## src/sv/mrf_pkg.sv

```systemverilog
package mrf_pkg;

	localparam int unsigned FRAME_BYTES = 8;
	localparam int unsigned CNT_W = $clog2(FRAME_BYTES);

	localparam logic [7:0] FC_READ_HOLDING = 8'h03;
	localparam logic [7:0] FC_WRITE_SINGLE = 8'h06;

	localparam logic [7:0] DEV_ADDR_RESET = 8'h01;

	localparam logic [15:0] CRC_INIT = 16'hFFFF;
	localparam logic [15:0] CRC_POLY = 16'hA001;

	localparam logic [CNT_W-1:0] LAST_BEAT = CNT_W'(FRAME_BYTES - 1);

	// crc-16/modbus update over one byte, reflected, lsb first
	function automatic logic [15:0] crc16_byte(input logic [15:0] crc_in,
		input logic [7:0] data);
		logic [15:0] c;
		c = crc_in ^ {8'h00, data};
		for (int b = 0; b < 8; b++) begin
			if (c[0]) begin
				c = (c >> 1) ^ CRC_POLY;
			end else begin
				c = c >> 1;
			end
		end
		return c;
	endfunction

endpackage

```

## src/sv/modbus_request_framer.sv

```systemverilog
// modbus rtu request framer: one request beat in, eight byte beats out
// first byte of a request leaves from the frame register, after the crc stages
// new requests are taken while a frame is still sent, unless every stage is full
// three crc stages (two bytes each) then a frame shift register that sends the bytes
// arst_n clears all valid bits, the byte counter, and sets device_address to 1
// the frame shift register and stage payloads are not reset
module modbus_request_framer (
	input  logic        clk,
	input  logic        arst_n,
	// configuration write channel (device_address)
	input  logic        cfg_valid,
	output logic        cfg_ready,
	input  logic [7:0]  cfg_data,
	// request channel
	input  logic        in_valid,
	output logic        in_ready,
	input  logic        action,
	input  logic [15:0] register_address,
	input  logic [15:0] parameter_req,
	// byte channel
	output logic        out_valid,
	input  logic        out_ready,
	output logic [7:0]  tx_byte,
	output logic        last
);
	import mrf_pkg::*;

	// configured bus address
	logic [7:0] dev_addr_q;

	// stage 1: address and function code folded into the crc
	logic        vld_s1;
	logic [7:0]  dev_s1;
	logic [7:0]  fc_s1;
	logic [15:0] reg_s1;
	logic [15:0] par_s1;
	logic [15:0] crc_s1;

	// stage 2: register address bytes folded in
	logic        vld_s2;
	logic [7:0]  dev_s2;
	logic [7:0]  fc_s2;
	logic [15:0] reg_s2;
	logic [15:0] par_s2;
	logic [15:0] crc_s2;

	// stage 3: parameter bytes folded in, crc complete
	logic        vld_s3;
	logic [7:0]  dev_s3;
	logic [7:0]  fc_s3;
	logic [15:0] reg_s3;
	logic [15:0] par_s3;
	logic [15:0] crc_s3;

	// output frame register, first byte at the top
	logic                  out_valid_q;
	logic [8*FRAME_BYTES-1:0] frame_q;
	logic [CNT_W-1:0]      cnt_q;

	logic       out_fire;
	logic       frame_done;
	logic       ser_free;
	logic       en_s1;
	logic       en_s2;
	logic       en_s3;
	logic       load_ser;
	logic [7:0] fc_in;

	// configuration is always taken, the block is idle by contract
	assign cfg_ready = 1'b1;

	always_ff @(posedge clk or negedge arst_n) begin
		if (!arst_n) begin
			dev_addr_q <= DEV_ADDR_RESET;
		end else if (cfg_valid && cfg_ready) begin
			dev_addr_q <= cfg_data;
		end
	end

	// handshake and stall chain
	assign out_fire   = out_valid_q && out_ready;
	assign frame_done = out_fire && (cnt_q == LAST_BEAT);
	assign ser_free   = !out_valid_q || frame_done;
	assign load_ser   = vld_s3 && ser_free;
	assign en_s3      = !vld_s3 || ser_free;
	assign en_s2      = !vld_s2 || en_s3;
	assign en_s1      = !vld_s1 || en_s2;
	assign in_ready   = en_s1;

	assign fc_in = action ? FC_WRITE_SINGLE : FC_READ_HOLDING;

	// valid bits
	always_ff @(posedge clk or negedge arst_n) begin
		if (!arst_n) begin
			vld_s1 <= 1'b0;
			vld_s2 <= 1'b0;
			vld_s3 <= 1'b0;
		end else begin
			if (en_s1) begin
				vld_s1 <= in_valid;
			end
			if (en_s2) begin
				vld_s2 <= vld_s1;
			end
			if (en_s3) begin
				vld_s3 <= vld_s2;
			end
		end
	end

	// stage payloads
	always_ff @(posedge clk) begin
		if (en_s1 && in_valid) begin
			dev_s1 <= dev_addr_q;
			fc_s1  <= fc_in;
			reg_s1 <= register_address;
			par_s1 <= parameter_req;
			crc_s1 <= crc16_byte(crc16_byte(CRC_INIT, dev_addr_q), fc_in);
		end
		if (en_s2 && vld_s1) begin
			dev_s2 <= dev_s1;
			fc_s2  <= fc_s1;
			reg_s2 <= reg_s1;
			par_s2 <= par_s1;
			crc_s2 <= crc16_byte(crc16_byte(crc_s1, reg_s1[15:8]), reg_s1[7:0]);
		end
		if (en_s3 && vld_s2) begin
			dev_s3 <= dev_s2;
			fc_s3  <= fc_s2;
			reg_s3 <= reg_s2;
			par_s3 <= par_s2;
			crc_s3 <= crc16_byte(crc16_byte(crc_s2, par_s2[15:8]), par_s2[7:0]);
		end
	end

	// serializer control: a new frame loads as the previous last byte leaves
	always_ff @(posedge clk or negedge arst_n) begin
		if (!arst_n) begin
			out_valid_q <= 1'b0;
			cnt_q       <= '0;
		end else begin
			if (load_ser) begin
				out_valid_q <= 1'b1;
				cnt_q       <= '0;
			end else if (frame_done) begin
				out_valid_q <= 1'b0;
				cnt_q       <= '0;
			end else if (out_fire) begin
				cnt_q <= cnt_q + 1'b1;
			end
		end
	end

	// frame shift register, crc goes out low byte first
	always_ff @(posedge clk) begin
		if (load_ser) begin
			frame_q <= {dev_s3, fc_s3, reg_s3, par_s3, crc_s3[7:0], crc_s3[15:8]};
		end else if (out_fire) begin
			frame_q <= {frame_q[8*FRAME_BYTES-9:0], 8'h00};
		end
	end

	assign out_valid = out_valid_q;
	assign tx_byte   = frame_q[8*FRAME_BYTES-1 -: 8];
	assign last      = (cnt_q == LAST_BEAT);

	// a stalled stage 3 keeps its item
	assert property (@(posedge clk) disable iff (!arst_n)
		vld_s3 && !en_s3 |=> vld_s3 && $stable(crc_s3))
		else $error("stage 3 lost or changed a stalled item");

	// byte counter only moves while a frame is being sent
	assert property (@(posedge clk) disable iff (!arst_n)
		(cnt_q != '0) |-> out_valid_q)
		else $error("byte counter nonzero with no frame held");

	// a byte that is not the last is followed by the next byte of the same frame
	assert property (@(posedge clk) disable iff (!arst_n)
		out_fire && (cnt_q != LAST_BEAT) |=> out_valid_q && (cnt_q == $past(cnt_q) + 1'b1))
		else $error("frame byte sequence broken");

	// request side is only held off while every crc stage holds an item
	assert property (@(posedge clk) disable iff (!arst_n)
		!in_ready |-> vld_s1 && vld_s2 && vld_s3)
		else $error("request stalled with a free stage");

endmodule
```

## config.mk

```make
export PLATFORM = sky130hd
export DESIGN_NAME = modbus_request_framer
export DESIGN_NICKNAME = d
export VERILOG_FILES = /design/src/sv/mrf_pkg.sv /design/src/sv/modbus_request_framer.sv
export SDC_FILE = /design/constraint.sdc
export NUM_CORES = 1
export LEC_CHECK = 0
export ABC_AREA = 1
export BUFFER_PORTS_ARGS = -buffer_cell sky130_fd_sc_hd__buf_2
export CORE_MARGIN = 4
export CORE_UTILIZATION = 23
export DETAILED_ROUTE_END_ITERATION = 7
export GPL_ROUTABILITY_DRIVEN = 1
export GPL_TIMING_DRIVEN = 0
export PLACE_DENSITY = 0.41
export REMOVE_ABC_BUFFERS = 1
export SKIP_LAST_GASP = 1
export SLEW_MARGIN = 20
export SYNTH_ARGS = -nofsm -noshare
export SYNTH_HDL_FRONTEND = slang
export SYNTH_SLANG_ARGS = --single-unit
```

## constraint.sdc

```tcl
create_clock -name clk -period 6.56 [get_ports clk]
set_input_delay 0 -clock clk [delete_from_list [all_inputs] [get_ports clk]]
set_output_delay 0 -clock clk [all_outputs]
set_load 0.02 [all_outputs]
```

==> flow_results.xml <==
<?xml version="1.0" encoding="UTF-8"?>
<metrics>
  <group name="run_status">
    <metric name="status" unit="">finished, final reports clean</metric>
  </group>
  <group name="clock_network">
    <metric name="worstSkewPairLatency" unit="ns">0.53</metric>
    <metric name="numCtsBuffers" unit="">28</metric>
    <metric name="clk_pin_slew" unit="ns">0.06</metric>
    <metric name="clock_sink_count" unit="">251</metric>
    <metric name="ctsHtreeMaxLevel" unit="">1</metric>
    <metric name="cts_root_buf" unit="">sky130_fd_sc_hd__clkbuf_16</metric>
    <metric name="cts_buffer_depth" unit="">3</metric>
    <metric name="tritoncts" unit="">done</metric>
  </group>
  <group name="sta">
    <metric name="max_slew_headroom" unit="">0.506</metric>
    <metric name="worst-slew-pin-transition" unit="ns">0.739</metric>
    <metric name="timing_max_transition_violations_final" unit="">0</metric>
    <metric name="grt_setup_unrepaired" unit="">false</metric>
    <metric name="setup_viol" unit="">0</metric>
    <metric name="timing.final.crit_share" unit="">0.486</metric>
    <metric name="timing.clock.skew" unit="ns">0.00917</metric>
    <metric name="hold_viol_final" unit="">0</metric>
    <metric name="setup-tns-final" unit="ns">0</metric>
    <metric name="hold-worst-slack" unit="ns">0.177</metric>
    <metric name="maxClockFrequency" unit="MHz">314</metric>
    <metric name="worst_slack" unit="ns">3.37</metric>
    <metric name="fin_crit" unit="ns">3.19</metric>
  </group>
  <group name="critical_path">
    <metric name="worstPathRequired" unit="ns">6.85</metric>
    <metric name="critical_path_peak_fanout" unit="">4</metric>
    <metric name="cpMaxStageDelayCell" unit="">sky130_fd_sc_hd__edfxtp_1</metric>
    <metric name="r2r-start" unit="">par_s2[10]$_DFFE_PP_</metric>
    <metric name="critical_path.top_delay_family" unit="">simple AND/OR/NAND/NOR gates</metric>
    <metric name="r2r.worst_path.cells" unit="">23</metric>
    <metric name="timing.rr.end" unit="">crc_s3[0]$_DFFE_PP_</metric>
    <metric name="end_kind" unit="">register</metric>
    <metric name="critical_path_buf_inv_count" unit="">1</metric>
    <metric name="reg2reg_slack" unit="ns">3.37</metric>
    <metric name="total_stage_count_of_the_critical_path" unit="">23</metric>
    <metric name="type_of_the_setup_path_with_the_least_slack" unit="">register to register</metric>
    <metric name="path_common_cell" unit="">sky130_fd_sc_hd__nand2_1</metric>
    <metric name="startpoint_type" unit="">register</metric>
    <metric name="timing.critical_path.cells" unit="">inv_1, nand2_1, nand2_1, nand2_1, nand3_1, nand2_1, nand2_1, nand3_1, nand2_2, nand2_1, nand3_1, nand2_1, nand2_1, nand3_1, nand2_2, nand2_1, nand3_1, nand2_1, nand2_1, nand3_1, nand3_1, nand3_1, nand2_1</metric>
    <metric name="timing.critical_path.slowest_cell_delay" unit="ns">0.47</metric>
    <metric name="critical_path_arrival" unit="ns">3.48</metric>
  </group>
  <group name="route">
    <metric name="initialDrtViolationCount" unit="">215</metric>
    <metric name="postRouteWirelength" unit="mm">19.6</metric>
    <metric name="wl_per_cell" unit="um">14.0</metric>
    <metric name="ant_nets" unit="">0</metric>
    <metric name="route.vias.total" unit="">5254</metric>
    <metric name="drt_pre_antenna_iters" unit="">4</metric>
    <metric name="post_drt_via_cell_ratio" unit="">3.75</metric>
    <metric name="drc_violations_left" unit="">0</metric>
  </group>
  <group name="synthesis">
    <metric name="synthCells" unit="">710</metric>
    <metric name="netlist_area_before_placement" unit="sq um">9810</metric>
    <metric name="yosys_register_bits" unit="">251</metric>
    <metric name="syn-mean-instance-area" unit="sq um">13.8</metric>
    <metric name="ys_types" unit="">23</metric>
    <metric name="yosysWarnings" unit="">0</metric>
    <metric name="ys_seq_area_frac" unit="">0.761</metric>
  </group>
  <group name="floorplan">
    <metric name="number_of_placement_rows" unit="">75</metric>
    <metric name="die_width" unit="um">215</metric>
    <metric name="core_region_area" unit="sq um">42000</metric>
    <metric name="fp.dieH" unit="um">215</metric>
    <metric name="boundaryPins" unit="">58</metric>
    <metric name="initial_utilization" unit="">0.233</metric>
    <metric name="die_area" unit="sq um">46000</metric>
  </group>
  <group name="pwr">
    <metric name="total_leakage_power" unit="nW">4.81</metric>
    <metric name="clock_power_share" unit="">0.378</metric>
    <metric name="switchingPower" unit="mW">1.08</metric>
    <metric name="total_power" unit="mW">4.33</metric>
    <metric name="seq_power_share" unit="">0.469</metric>
    <metric name="p_int" unit="mW">3.25</metric>
    <metric name="power_density" unit="nW/um^2">348</metric>
    <metric name="combinationalPowerShare" unit="">0.153</metric>
    <metric name="vdd_ir_drop_max" unit="mV">0.166</metric>
    <metric name="power_switching_share" unit="">0.250</metric>
  </group>
  <group name="global_route">
    <metric name="met3_usage" unit="">0.0137</metric>
    <metric name="globalRouteMet2Util" unit="">0.143</metric>
    <metric name="total_gr_overflow" unit="">0</metric>
    <metric name="grt_pass1_vias" unit="">5460</metric>
    <metric name="pin_count_of_the_biggest_net_entering_global_routing" unit="">60</metric>
    <metric name="grt_first_pass_wirelength" unit="mm">31.2</metric>
    <metric name="globalRouteMet1Util" unit="">0.115</metric>
    <metric name="antenna_found_initial" unit="">0</metric>
    <metric name="globalRouteTotalUtil" unit="">0.0859</metric>
    <metric name="top_usage_layer" unit="">met2</metric>
  </group>
  <group name="placement">
    <metric name="place_ws" unit="ns">3.29</metric>
    <metric name="numPortBuffers" unit="">56</metric>
    <metric name="post-dp-hpwl" unit="mm">13.2</metric>
    <metric name="place.gp.congestion" unit="">0.711</metric>
  </group>
  <group name="final_layout">
    <metric name="nets" unit="">887</metric>
    <metric name="final_layout_size_suffix_gt1_frac" unit="">0.152</metric>
    <metric name="area_growth" unit="%">26.8</metric>
    <metric name="insertedDiodeCount" unit="">0</metric>
  </group>
  <group name="hold_path">
    <metric name="holdCritStartpoint" unit="">register_address[3]</metric>
    <metric name="hold_path_depth" unit="">2</metric>
    <metric name="holdCritPathClass" unit="">input port to register</metric>
    <metric name="hold_end" unit="">reg_s1[3]$_DFFE_PP_</metric>
  </group>
  <group name="run">
    <metric name="max_cap_violations" unit="">0</metric>
  </group>
</metrics>
==> power by group through the flow <==
| stage | Sequential [mW] | Combinational (mW) | Clock [mW] |
|---|---|---|---|
| 2_1_floorplan | 2.06 | 0.447 | 0 |
| 3_3_place_gp | 2.08 | 0.620 | 0 |
| 3_5_place_dp | 2.07 | 0.654 | 0 |
| 4_1_cts | 2.03 | 0.687 | 1.69 |
| 5_1_grt | 2.05 | 0.760 | 1.76 |
| 6_report | 2.03 | 0.661 | 1.63 |
==> flip-flops by register name, indices dropped and copies added, names as in the netlist <==
| register | flops |
|---|---|
| frame_q | 64 |
| crc_s2 | 16 |
| crc_s3 | 16 |
| par_s1 | 16 |
| par_s2 | 16 |
| par_s3 | 16 |
| reg_s1 | 16 |
| reg_s2 | 16 |
| reg_s3 | 16 |
| crc_s1 | 14 |
| dev_addr_q | 8 |
| dev_s1 | 8 |
| dev_s2 | 8 |
| dev_s3 | 8 |
| cnt_q | 3 |
| fc_s1 | 2 |
| fc_s2 | 2 |
| fc_s3 | 2 |
| out_valid | 1 |
| vld_s1 | 1 |
| vld_s2 | 1 |
| vld_s3 | 1 |
==> layout by cell type (no fill, tap or decap), types with 3 or more instances in the layout <==
master,count
sky130_fd_sc_hd__bufinv_16,5
sky130_fd_sc_hd__buf_2,56
sky130_fd_sc_hd__inv_1,50
sky130_fd_sc_hd__nor2_1,18
sky130_fd_sc_hd__xor2_2,3
sky130_fd_sc_hd__nand2_1,215
sky130_fd_sc_hd__xor2_1,63
sky130_fd_sc_hd__mux2_2,4
sky130_fd_sc_hd__xnor2_1,20
sky130_fd_sc_hd__dlygate4sd3_1,58
sky130_fd_sc_hd__nand2_2,6
sky130_fd_sc_hd__o21ai_0,7
sky130_fd_sc_hd__clkbuf_1,4
sky130_fd_sc_hd__inv_4,3
sky130_fd_sc_hd__edfxtp_1,236
sky130_fd_sc_hd__clkinv_2,7
sky130_fd_sc_hd__clkinv_1,4
sky130_fd_sc_hd__buf_16,4
sky130_fd_sc_hd__clkbuf_16,29
sky130_fd_sc_hd__buf_12,5
sky130_fd_sc_hd__nand3_1,35
sky130_fd_sc_hd__dfrtp_1,14
==> final cells by class <==
class	instances	area, sq um
Clock inverter	17	208
Inverter	53	206
Timing Repair Buffer	123	1070
Fill cell	4236	29600
Multi-Input combinational cell	382	2050
Sequential cell	251	7460
Tap cell	539	674
Clock buffer	35	768
==> per-layer routing <==
| metal | up-vias | wire (um) |
|---|---|---|
| met5 | - | 0 |
| met1 | 2499 | 9160 |
| met2 | 76 | 9310 |
| met3 | 36 | 599 |
| met4 | 0 | 554 |
| li1 | 2643 | - |
==> cell usage after synthesis <==
library cell	n	area share
sky130_fd_sc_hd__edfxtp_1	236	0.72
sky130_fd_sc_hd__nand2_1	215	0.082
sky130_fd_sc_hd__xor2_1	63	0.056
sky130_fd_sc_hd__inv_1	52	0.020
sky130_fd_sc_hd__nand3_1	35	0.018
sky130_fd_sc_hd__nor2_1	20	0.0076
sky130_fd_sc_hd__xnor2_1	20	0.018
sky130_fd_sc_hd__clkbuf_1	14	0.0054
sky130_fd_sc_hd__dfrtp_1	14	0.036
sky130_fd_sc_hd__buf_4	9	0.0069
sky130_fd_sc_hd__o21ai_0	8	0.0041
sky130_fd_sc_hd__nand2_2	6	0.0038
sky130_fd_sc_hd__mux2_2	4	0.0046
sky130_fd_sc_hd__xor2_2	3	0.0050
sky130_fd_sc_hd__ha_1	2	0.0025
sky130_fd_sc_hd__nand3b_1	2	0.0015
sky130_fd_sc_hd__a21oi_1	1	0.00051
sky130_fd_sc_hd__buf_1	1	0.00038
sky130_fd_sc_hd__conb_1	1	0.00038
sky130_fd_sc_hd__dfstp_2	1	0.0027
sky130_fd_sc_hd__inv_2	1	0.00038
sky130_fd_sc_hd__or2_2	1	0.00064
sky130_fd_sc_hd__xnor2_2	1	0.0017
==> repair_timing <==
action,4_1_cts,5_1_grt
hold buffers,58,0
hold endpoints to repair,78,0
gates resized for setup,0,0
setup buffers,0,0
==> stage by stage <==
| stage | util | instance area, sq um | cells |
|---|---|---|---|
| after global routing | 0.296 | 12400 | 1400 |
| after floorplan | - | 9690 | 686 |
| after global placement | 0.253 | 10600 | 1281 |
| final | 0.296 | 12400 | 1400 |
| after CTS | 0.296 | 12400 | 1400 |
| after detailed placement | 0.259 | 10900 | 1290 |
==> kinds of logic (layout without fill, tap and decap cells) <==
logic type,count (synthesis),in the layout,synth area share
fa+ha+maj,2,2,0.00255
xor+xnor,87,87,0.0807
buf+inv,77,228,0.0329
mux,4,4,0.00459
flops,251,251,0.761
simple gates,279,279,0.114
other cells,1,1,0.000382
compound gates,9,9,0.00459
==> worst max path at each step <==
| stage | end | startpoint |
|---|---|---|
| finish | crc_s3[0]$_DFFE_PP_ | par_s2[10]$_DFFE_PP_ |
| global route | crc_s3[0]$_DFFE_PP_ | par_s2[10]$_DFFE_PP_ |
| CTS | crc_s2[0]$_DFFE_PP_ | reg_s1[8]$_DFFE_PP_ |
| detailed placement | crc_s2[0]$_DFFE_PP_ | reg_s1[8]$_DFFE_PP_ |
| global placement | cnt_q[1]$_DFFE_PN0P_ | out_valid$_DFFE_PN0P_ |
| floorplan | cnt_q[0]$_DFFE_PN0P_ | out_valid$_DFFE_PN0P_ |
(Power assumes the default switching activity.)
